<file path="config.mk">
export PLATFORM = sky130hd
export DESIGN_NAME = disk_sector_chain_follower_flat
export DESIGN_NICKNAME = d
export VERILOG_FILES = /design/src/sv/dscf_pkg.sv /design/src/sv/dscf_item_if.sv /design/src/sv/dscf_result_if.sv /design/src/sv/dscf_cfg_if.sv /design/src/sv/disk_sector_chain_follower.sv /design/src/sv/dscf_locate.sv /design/src/sv/dscf_visited_map.sv /design/src/flat_wrapper.sv
export SDC_FILE = /design/constraint.sdc
export NUM_CORES = 2
export LEC_CHECK = 0
export ABC_CLOCK_PERIOD_IN_PS = 25600
export BUFFER_PORTS_ARGS = -buffer_cell sky130_fd_sc_hd__buf_2
export CORE_MARGIN = 1
export CORE_UTILIZATION = 60
export DETAILED_ROUTE_END_ITERATION = 8
export PLACE_DENSITY = 0.82
export REMOVE_ABC_BUFFERS = 1
export SLEW_MARGIN = 40
export SYNTH_ARGS = -nofsm -noshare
export SYNTH_HDL_FRONTEND = slang
export SYNTH_HIERARCHICAL = 1
export SYNTH_SLANG_ARGS = --single-unit
</file>
<file path="constraint.sdc">
create_clock -name clk -period 25.6 [get_ports clk]
set_input_delay 5.12 -clock clk [delete_from_list [all_inputs] [get_ports clk]]
set_output_delay 5.12 -clock clk [all_outputs]
set_load 0.05 [all_outputs]
</file>
<file path="src/sv/dscf_pkg.sv">
// Shared types, constants and zone table functions for the disk sector chain follower.
package dscf_pkg;

    // Field widths
    localparam int TRACK_W    = 8;
    localparam int SECTOR_W   = 8;
    localparam int INDEX_W    = 10;
    localparam int OFFSET_W   = 18;
    localparam int COUNT_W    = 8;
    localparam int BLOCKS_W   = 10;
    localparam int CAPACITY_W = 18;
    localparam int STATUS_W   = 3;
    localparam int SPT_W      = 5;

    // Disk geometry
    localparam int TRACK_COUNT_DEFAULT = 35;
    localparam int TRACK_COUNT_MAX     = 35;
    localparam int SECTOR_SHIFT        = 8;    // 256 bytes per sector
    localparam int PAYLOAD_MAX         = 254;
    localparam int VISIT_ROW_W         = 32;   // visited bits held per row

    // Operation codes
    localparam logic OP_START = 1'b0;
    localparam logic OP_LINK  = 1'b1;

    // Result status codes
    typedef enum logic [STATUS_W-1:0] {
        STATUS_FETCH       = 3'd0,
        STATUS_DONE        = 3'd1,
        STATUS_CHAIN_ERROR = 3'd2,
        STATUS_TRUNCATED   = 3'd3,
        STATUS_IDLE        = 3'd4
    } status_t;

    typedef struct packed {
        logic                operation;
        logic [TRACK_W-1:0]  track_byte;
        logic [SECTOR_W-1:0] sector_byte;
    } item_t;

    typedef struct packed {
        logic [STATUS_W-1:0] status;
        logic [OFFSET_W-1:0] fetch_offset;
        logic [OFFSET_W-1:0] copy_position;
        logic [COUNT_W-1:0]  copy_count;
        logic [OFFSET_W-1:0] total_length;
        logic [BLOCKS_W-1:0] block_count;
        logic                chain_ok;
    } result_t;

    // Outcome of the zone lookup for one track/sector pair
    typedef struct packed {
        logic               in_range;
        logic [INDEX_W-1:0] index;
    } locate_t;

    // Sectors per track of the zone table; 0 for a track outside the disk
    function automatic logic [SPT_W-1:0] zone_spt(input logic [TRACK_W-1:0] t,
                                                  input int track_count);
        logic [SPT_W-1:0] spt;
        if (t == '0 || int'(t) > track_count || int'(t) > TRACK_COUNT_MAX)
            spt = '0;
        else if (t <= 8'd17)
            spt = 5'd21;
        else if (t <= 8'd24)
            spt = 5'd19;
        else if (t <= 8'd30)
            spt = 5'd18;
        else
            spt = 5'd17;
        return spt;
    endfunction

    // Linear index of sector 0 of track t (t counted from 1)
    function automatic int track_base(input int t);
        int base;
        if (t <= 17)
            base = (t - 1) * 21;
        else if (t <= 24)
            base = 357 + (t - 18) * 19;
        else if (t <= 30)
            base = 490 + (t - 25) * 18;
        else
            base = 598 + (t - 31) * 17;
        return base;
    endfunction

endpackage

</file>
<file path="src/sv/dscf_item_if.sv">
// Input request channel of the chain follower.
interface dscf_item_if
    import dscf_pkg::*;
();
    logic  valid;
    logic  ready;
    item_t data;

    modport source (output valid, output data, input ready);
    modport sink   (input valid, input data, output ready);
endinterface

</file>
<file path="src/sv/dscf_result_if.sv">
// Result channel of the chain follower.
interface dscf_result_if
    import dscf_pkg::*;
();
    logic    valid;
    logic    ready;
    result_t data;

    modport source (output valid, output data, input ready);
    modport sink   (input valid, input data, output ready);
endinterface

</file>
<file path="src/sv/dscf_cfg_if.sv">
// Configuration write channel carrying the buffer capacity.
interface dscf_cfg_if
    import dscf_pkg::*;
();
    logic                  valid;
    logic                  ready;
    logic [CAPACITY_W-1:0] data;

    modport source (output valid, output data, input ready);
    modport sink   (input valid, input data, output ready);
endinterface

</file>
<file path="src/sv/disk_sector_chain_follower.sv">
// Top level of the disk sector chain follower: request register, chain logic, result register.
//
// Usage:
//   item   : requests. operation 0 starts a chain at track_byte/sector_byte, operation 1
//            hands in the two link bytes of the sector that was just fetched.
//   result : one result per request: status, offset of the next sector to fetch, where and
//            how many payload bytes (from sector byte 2) to copy, running totals, chain_ok.
//   cfg    : writes buffer_capacity (0 = no limit); always ready, write only when idle.
// An accepted request goes through the chain logic to the result register, held until taken.
// Throughput: one request per cycle; the zone table and the visited bitmap flops are read
//   and updated in the single pass between the request register and the result register.
// Stalls: while the result register is full and result.ready is low, the request register
//   holds its request and item.ready falls; nothing is lost or repeated.
// Reset: the chain is not running, totals are zero, the visited map and the capacity
//   clear at once; requests are taken as soon as reset is released.
module disk_sector_chain_follower
    import dscf_pkg::*;
#(
    parameter int TRACK_COUNT = TRACK_COUNT_DEFAULT
)
(
    input  logic          clk,
    input  logic          rst_n,
    dscf_item_if.sink     item,
    dscf_result_if.source result,
    dscf_cfg_if.sink      cfg
);

    localparam int SectorTotal = track_base(TRACK_COUNT + 1);

    // Request register
    logic  item_valid_reg;
    item_t item_reg;

    // Chain state
    logic                  running_reg, running_next;
    logic [OFFSET_W-1:0]   position_reg, position_next;
    logic [BLOCKS_W-1:0]   blocks_reg, blocks_next;
    logic [CAPACITY_W-1:0] capacity_reg;

    // Result register
    logic    result_valid_reg;
    result_t result_reg, result_next;

    logic                advance;
    locate_t             loc;
    logic                visited;
    logic                loc_ok;
    logic                map_clear;
    logic                map_mark;
    logic [COUNT_W-1:0]  used;
    logic [OFFSET_W:0]   sum;
    logic                over;
    logic [OFFSET_W-1:0] fetch_at;

    // Handshakes
    assign advance      = item_valid_reg && (!result_valid_reg || result.ready);
    assign item.ready   = !item_valid_reg || advance;
    assign cfg.ready    = 1'b1;
    assign result.valid = result_valid_reg;
    assign result.data  = result_reg;

    // Zone lookup and visited bitmap
    dscf_locate #(
        .TRACK_COUNT  (TRACK_COUNT),
        .SECTOR_TOTAL (SectorTotal)
    ) u_locate (
        .track  (item_reg.track_byte),
        .sector (item_reg.sector_byte),
        .loc    (loc)
    );

    dscf_visited_map #(
        .SECTOR_TOTAL (SectorTotal)
    ) u_visited (
        .clk        (clk),
        .rst_n      (rst_n),
        .clear      (map_clear),
        .rd_index   (loc.index),
        .rd_visited (visited),
        .wr_en      (map_mark),
        .wr_index   (loc.index)
    );

    // A start clears the map first, so its own sector never counts as visited
    assign loc_ok   = loc.in_range && (item_reg.operation == OP_START || !visited);
    assign fetch_at = {loc.index, SECTOR_SHIFT'(0)};

    // Payload size and overflow check for a link
    always_comb
    begin
        if (item_reg.track_byte != '0)
            used = COUNT_W'(PAYLOAD_MAX);
        else if (item_reg.sector_byte > COUNT_W'(PAYLOAD_MAX))
            used = COUNT_W'(PAYLOAD_MAX);
        else
            used = item_reg.sector_byte;
        sum  = {1'b0, position_reg} + (OFFSET_W + 1)'(used);
        over = (capacity_reg != '0) && (sum > (OFFSET_W + 1)'(capacity_reg));
    end

    // Chain step
    always_comb
    begin
        running_next  = running_reg;
        position_next = position_reg;
        blocks_next   = blocks_reg;
        map_clear     = 1'b0;
        map_mark      = 1'b0;
        result_next   = '0;

        if (item_reg.operation == OP_START)
        begin
            map_clear     = advance;
            position_next = '0;
            blocks_next   = '0;
            running_next  = 1'b0;
            if (item_reg.track_byte == '0)
                result_next.status = STATUS_DONE;
            else if (!loc_ok)
                result_next.status = STATUS_CHAIN_ERROR;
            else
            begin
                map_mark                 = advance;
                running_next             = 1'b1;
                result_next.status       = STATUS_FETCH;
                result_next.fetch_offset = fetch_at;
            end
        end
        else if (!running_reg)
        begin
            result_next.status = STATUS_IDLE;
        end
        else if (over)
        begin
            running_next       = 1'b0;
            result_next.status = STATUS_TRUNCATED;
        end
        else
        begin
            position_next          = sum[OFFSET_W-1:0];
            blocks_next            = blocks_reg + BLOCKS_W'(1);
            result_next.copy_count = used;
            result_next.copy_position = (used == '0) ? '0 : position_reg;
            if (item_reg.track_byte == '0)
            begin
                running_next         = 1'b0;
                result_next.status   = STATUS_DONE;
                result_next.chain_ok = 1'b1;
            end
            else if (!loc_ok)
            begin
                running_next       = 1'b0;
                result_next.status = STATUS_CHAIN_ERROR;
            end
            else
            begin
                map_mark                 = advance;
                result_next.status       = STATUS_FETCH;
                result_next.fetch_offset = fetch_at;
            end
        end

        result_next.total_length = position_next;
        result_next.block_count  = blocks_next;
    end

    // Control and state registers
    always_ff @(posedge clk or negedge rst_n)
    begin
        if (!rst_n)
        begin
            item_valid_reg   <= 1'b0;
            result_valid_reg <= 1'b0;
            running_reg      <= 1'b0;
            position_reg     <= '0;
            blocks_reg       <= '0;
            capacity_reg     <= '0;
        end
        else
        begin
            if (item.valid && item.ready)
                item_valid_reg <= 1'b1;
            else if (advance)
                item_valid_reg <= 1'b0;

            if (advance)
                result_valid_reg <= 1'b1;
            else if (result.ready)
                result_valid_reg <= 1'b0;

            if (advance)
            begin
                running_reg  <= running_next;
                position_reg <= position_next;
                blocks_reg   <= blocks_next;
            end

            if (cfg.valid && cfg.ready)
                capacity_reg <= cfg.data;
        end
    end

    // Payload registers
    always_ff @(posedge clk)
    begin
        if (item.valid && item.ready)
            item_reg <= item.data;
        if (advance)
            result_reg <= result_next;
    end

endmodule

</file>
<file path="src/sv/dscf_locate.sv">
// Zone table lookup: checks a track/sector pair and gives its linear sector index.
module dscf_locate
    import dscf_pkg::*;
#(
    parameter int TRACK_COUNT = TRACK_COUNT_DEFAULT,
    parameter int SECTOR_TOTAL = 683
)
(
    input  logic [TRACK_W-1:0]  track,
    input  logic [SECTOR_W-1:0] sector,
    output locate_t             loc
);

    logic [SPT_W-1:0]   spt;
    logic [INDEX_W-1:0] base;
    logic [INDEX_W:0]   sum;

    // Zone lookup from the constant table
    always_comb
    begin
        spt  = zone_spt(track, TRACK_COUNT);
        base = INDEX_W'(track_base(int'(track)));
        sum  = {1'b0, base} + (INDEX_W + 1)'(sector);
    end

    // Sector must lie inside its track and inside the disk
    always_comb
    begin
        loc.index    = sum[INDEX_W-1:0];
        loc.in_range = (spt != '0) && ({3'b000, sector[SPT_W-1:0]} == sector)
                       && (sector[SPT_W-1:0] < spt)
                       && (sum < (INDEX_W + 1)'(SECTOR_TOTAL));
    end

endmodule

</file>
<file path="src/sv/dscf_visited_map.sv">
// Visited sector bitmap held in rows of flops, cleared at once by a chain start.
module dscf_visited_map
    import dscf_pkg::*;
#(
    parameter int SECTOR_TOTAL = 683
)
(
    input  logic               clk,
    input  logic               rst_n,
    input  logic               clear,
    input  logic [INDEX_W-1:0] rd_index,
    output logic               rd_visited,
    input  logic               wr_en,
    input  logic [INDEX_W-1:0] wr_index
);

    localparam int BitW  = $clog2(VISIT_ROW_W);
    localparam int Rows  = (SECTOR_TOTAL + VISIT_ROW_W - 1) / VISIT_ROW_W;
    localparam int RowW  = (Rows > 1) ? $clog2(Rows) : 1;
    localparam int RowHi = INDEX_W - BitW;

    logic [VISIT_ROW_W-1:0] rows_reg  [Rows];
    logic [VISIT_ROW_W-1:0] rows_next [Rows];
    logic [RowHi-1:0]       rd_row_full;
    logic [RowHi-1:0]       wr_row_full;
    logic [VISIT_ROW_W-1:0] rd_word;

    assign rd_row_full = rd_index[INDEX_W-1:BitW];
    assign wr_row_full = wr_index[INDEX_W-1:BitW];

    // Read port: row select then bit select
    always_comb
    begin
        if (int'(rd_row_full) < Rows)
            rd_word = rows_reg[rd_row_full[RowW-1:0]];
        else
            rd_word = '0;
        rd_visited = rd_word[rd_index[BitW-1:0]];
    end

    // Clear on start, then mark the sector just entered
    always_comb
    begin
        for (int r = 0; r < Rows; r++)
        begin
            rows_next[r] = clear ? '0 : rows_reg[r];
            if (wr_en && int'(wr_row_full) == r)
                rows_next[r][wr_index[BitW-1:0]] = 1'b1;
        end
    end

    always_ff @(posedge clk or negedge rst_n)
    begin
        if (!rst_n)
        begin
            for (int r = 0; r < Rows; r++)
                rows_reg[r] <= '0;
        end
        else
        begin
            for (int r = 0; r < Rows; r++)
                rows_reg[r] <= rows_next[r];
        end
    end

endmodule
</file>
<file path="src/flat_wrapper.sv">
// flat-port wrapper written by rule: the top's interface ports become plain ports
module disk_sector_chain_follower_flat import dscf_pkg::*;
#(
    parameter int TRACK_COUNT = TRACK_COUNT_DEFAULT
)
  (clk, rst_n, item_valid, item_data, item_ready, result_valid, result_data, result_ready, cfg_valid, cfg_data, cfg_ready);
  dscf_item_if item_i ();
  dscf_result_if result_i ();
  dscf_cfg_if cfg_i ();
  input  logic clk;
  input  logic rst_n;
  input wire logic [$bits(item_i.valid)-1:0] item_valid;
  input wire logic [$bits(item_i.data)-1:0] item_data;
  output wire logic [$bits(item_i.ready)-1:0] item_ready;
  output wire logic [$bits(result_i.valid)-1:0] result_valid;
  output wire logic [$bits(result_i.data)-1:0] result_data;
  input wire logic [$bits(result_i.ready)-1:0] result_ready;
  input wire logic [$bits(cfg_i.valid)-1:0] cfg_valid;
  input wire logic [$bits(cfg_i.data)-1:0] cfg_data;
  output wire logic [$bits(cfg_i.ready)-1:0] cfg_ready;
  assign item_i.valid = item_valid;
  assign item_i.data = item_data;
  assign item_ready = item_i.ready;
  assign result_valid = result_i.valid;
  assign result_data = result_i.data;
  assign result_i.ready = result_ready;
  assign cfg_i.valid = cfg_valid;
  assign cfg_i.data = cfg_data;
  assign cfg_ready = cfg_i.ready;
  disk_sector_chain_follower #(.TRACK_COUNT(TRACK_COUNT)) u_core (.clk(clk), .rst_n(rst_n), .item(item_i), .result(result_i), .cfg(cfg_i));
endmodule
</file>
==> results.txt <==
outcome = complete, but fails checks
failing checks = design-rule violations
post-layout net count = 4092
Die Area = 71000 sq um
Worst path max stage delay = 0.79 ns
fmax = 83.1 MHz
count leader, synth = inv_1
hold crit path type = register to register
GP Congestion = 0.973
fillers = 4957
maxcap violations = 0
H-tree levels = 3
RSZ-0062 raised after global routing = false
setup_tns = 0 ns
worst skew pair latency = 0.66 ns
core area = 68900 sq um
row count = 96
Post-DP HPWL = 68300 um
first-pass GRT wire length = 184000 um
via/cell ratio = 6.64
leakage = 19.2 nW
Initial Util = 0.609
Clock Tree Buf Depth = 3
worst slew pin tran = 0.883 ns
gr usage total = 0.334
min Tclk post-route = 12.04 ns
Critical Path AT = 12.59 ns
syn_area_per_cell = 10.5 sq um
Post-CTS Resized = 0
crit share post-route = 0.470
largest net degree at the start of global routing = 137
setup bufs post-CTS = 0
Initial DRC Count = 4572
Post-route DRC = 4
yosys warns = 6
register area share after synthesis = 0.510
Setup crit end kind = register
Metal-1 WL = 45000 um
number of buffers created by CTS = 87
die height = 266 um
final setup violation count = 0
mapped cell area = 42000 sq um
layout cells sized above 1 = 0.134
Post-CTS Hold Buffers = 0
Area Growth Syn to Fin = 9.64%
Seq cells post-synth = 838
commonest register cell after synthesis = dfrtp_1
dominant cell type by area after synthesis = dfrtp_1
Die Wd = 266 um
GR Overflow Total = 0
post-synth top area share = 0.449
vias in the first global route = 32200
Wirelength per Cell = 24.1 um
Crit-path slowest cell = edfxtp_1
power consumption = 0.00465 W
DRT Pass-1 Iters = 9
library cells used by synthesis = 96
total clock sinks = 838
sequential cell area = 21400 sq um
EDFF count, synth = 85
cell mode on critical path = ha_1
final hold violations = 0
total number of vias = 32800
Worst VDD drop = 225 uV
port bufs = 109
DR top layer = met4
DRT Wirelength = 119000 um
WS Path Type = register to register
worst-path maximum fanout = 41
Power Dens Cells = 101 nW/um^2
met2 wire len = 54100 um
IO Count = 119
Worst Path Required = 26.15 ns
metal3 WL = 13100 um
Worst Setup Start Kind = register
Synth Instances = 3997
Multi-input gate area = 16300 sq um
Commonest cells post-synth = 787 x inv_1, 753 x dfrtp_1, 715 x o22ai_1
CTS Root Cell = clkbuf_16
max reg flops = 704
DRT antenna net count = 0
Slew HR = 0.410
async set-reset flop share out of synthesis = 0.899
Worst-path clk slew = 0.06 ns
clk_skew = 0.0475 ns
antenna violations before repair = 0
Synth area leaders = dfrtp_1 45%, o22ai_1 11%, inv_1 7.0%
Slew Viols, Final = 0
Diodes inserted = 0
TritonCTS clock tree = done
==> metal layers <==
| layer | global-route usage | vias to the layer above |
|---|---|---|
| met5 | 0 | - |
| met4 | 0.166 | 0 |
| met3 | 0.0845 | 539 |
| met2 | 0.511 | 2222 |
| met1 | 0.446 | 16100 |
| li1 | - | 13900 |
==> path summary, 6_finish.rpt <==
| path | from | end | slack [ns] | depth (start not counted) |
|---|---|---|---|---|
| worst max-delay path | u_core/item_reg[10] | u_core/u_visited/rows_reg[495] | 13.56 | 38 |
| worst min-delay path | u_core/u_visited/rows_reg[507] | u_core/u_visited/rows_reg[507] | 0.53 | 2 |
| worst max register to register | u_core/item_reg[10] | u_core/u_visited/rows_reg[495] | 13.56 | 38 |
| worst min register to register | u_core/u_visited/rows_reg[507] | u_core/u_visited/rows_reg[507] | 0.53 | 2 |
| max in group asynchronous | rst_n | u_core/u_visited/rows_reg[90] | 19.16 | 4 |
| min in group asynchronous | rst_n | u_core/blocks_reg[3] | 4.36 | 1 |
==> metrics by stage <==
step,hold WS (ns),area [sq um],worst slack (ns),std cells,util
floorplan,0.457,40400,-3.25,3668,-
global placement,0.487,42800,14.01,4768,0.621
detailed placement,0.516,43000,13.35,4771,0.623
CTS,0.525,45900,13.24,4928,0.665
global route,0.538,46000,13.03,4931,0.667
finish,0.525,46000,13.56,4931,0.667
==> cells in the final DEF, fill, tap and decap left out, types with 69 or more instances in the layout <==
cell	Yosys	final
mux2i_1	104	104
buf_2	35	108
dfrtp_1	753	753
o21ai_0	69	69
ha_1	104	104
clkbuf_16	0	91
o22ai_1	715	715
edfxtp_1	85	85
a21oi_1	73	73
nand2_1	169	151
nor2_1	96	94
inv_1	787	784
mux4_2	130	130
==> final cells by class <==
type | count | area share
clock buffers | 129 | 0.0567
clock inverters | 28 | 0.00658
inverters | 792 | 0.0646
multi-input cells | 2038 | 0.355
flip-flops and latches | 838 | 0.465
well taps | 931 | 0.0253
repair buffers | 175 | 0.0266
==> cells by family (layout without fill, tap and decap cells) <==
kind of cell,count (synthesis),after routing,synth area share
compound gates,1065,1065,0.165
xor+xnor,84,84,0.0187
fa+ha+maj,120,120,0.0386
buf+inv,1128,1124,0.108
flops,838,838,0.510
mux,249,249,0.0990
other cells,2,9,0.000179
simple gates,511,511,0.0606
==> worst max-delay path, delay by kind of cell, from the launching register on <==
family                   cells  cell delay, ns
multiplexers                 2            0.79
buffers and inverters        7            2.04
XOR/XNOR                     2            0.45
flip-flops                   1            0.79
AND/OR/NAND/NOR             12            3.32
AO/OA/AOI/OAI                8            2.00
adder cells (fa/ha/maj)      7            2.40
==> power breakdown <==
| group | switching [W] | leakage [nW] | total, W | internal [W] |
|---|---|---|---|---|
| Clock | 0.000536 | 1.43 | 0.00128 | 0.000748 |
| Combinational | 0.00137 | 6.45 | 0.00197 | 0.000603 |
| Sequential | 0.0000224 | 11.3 | 0.00139 | 0.00137 |
Power figures use the tool's default switching activity.
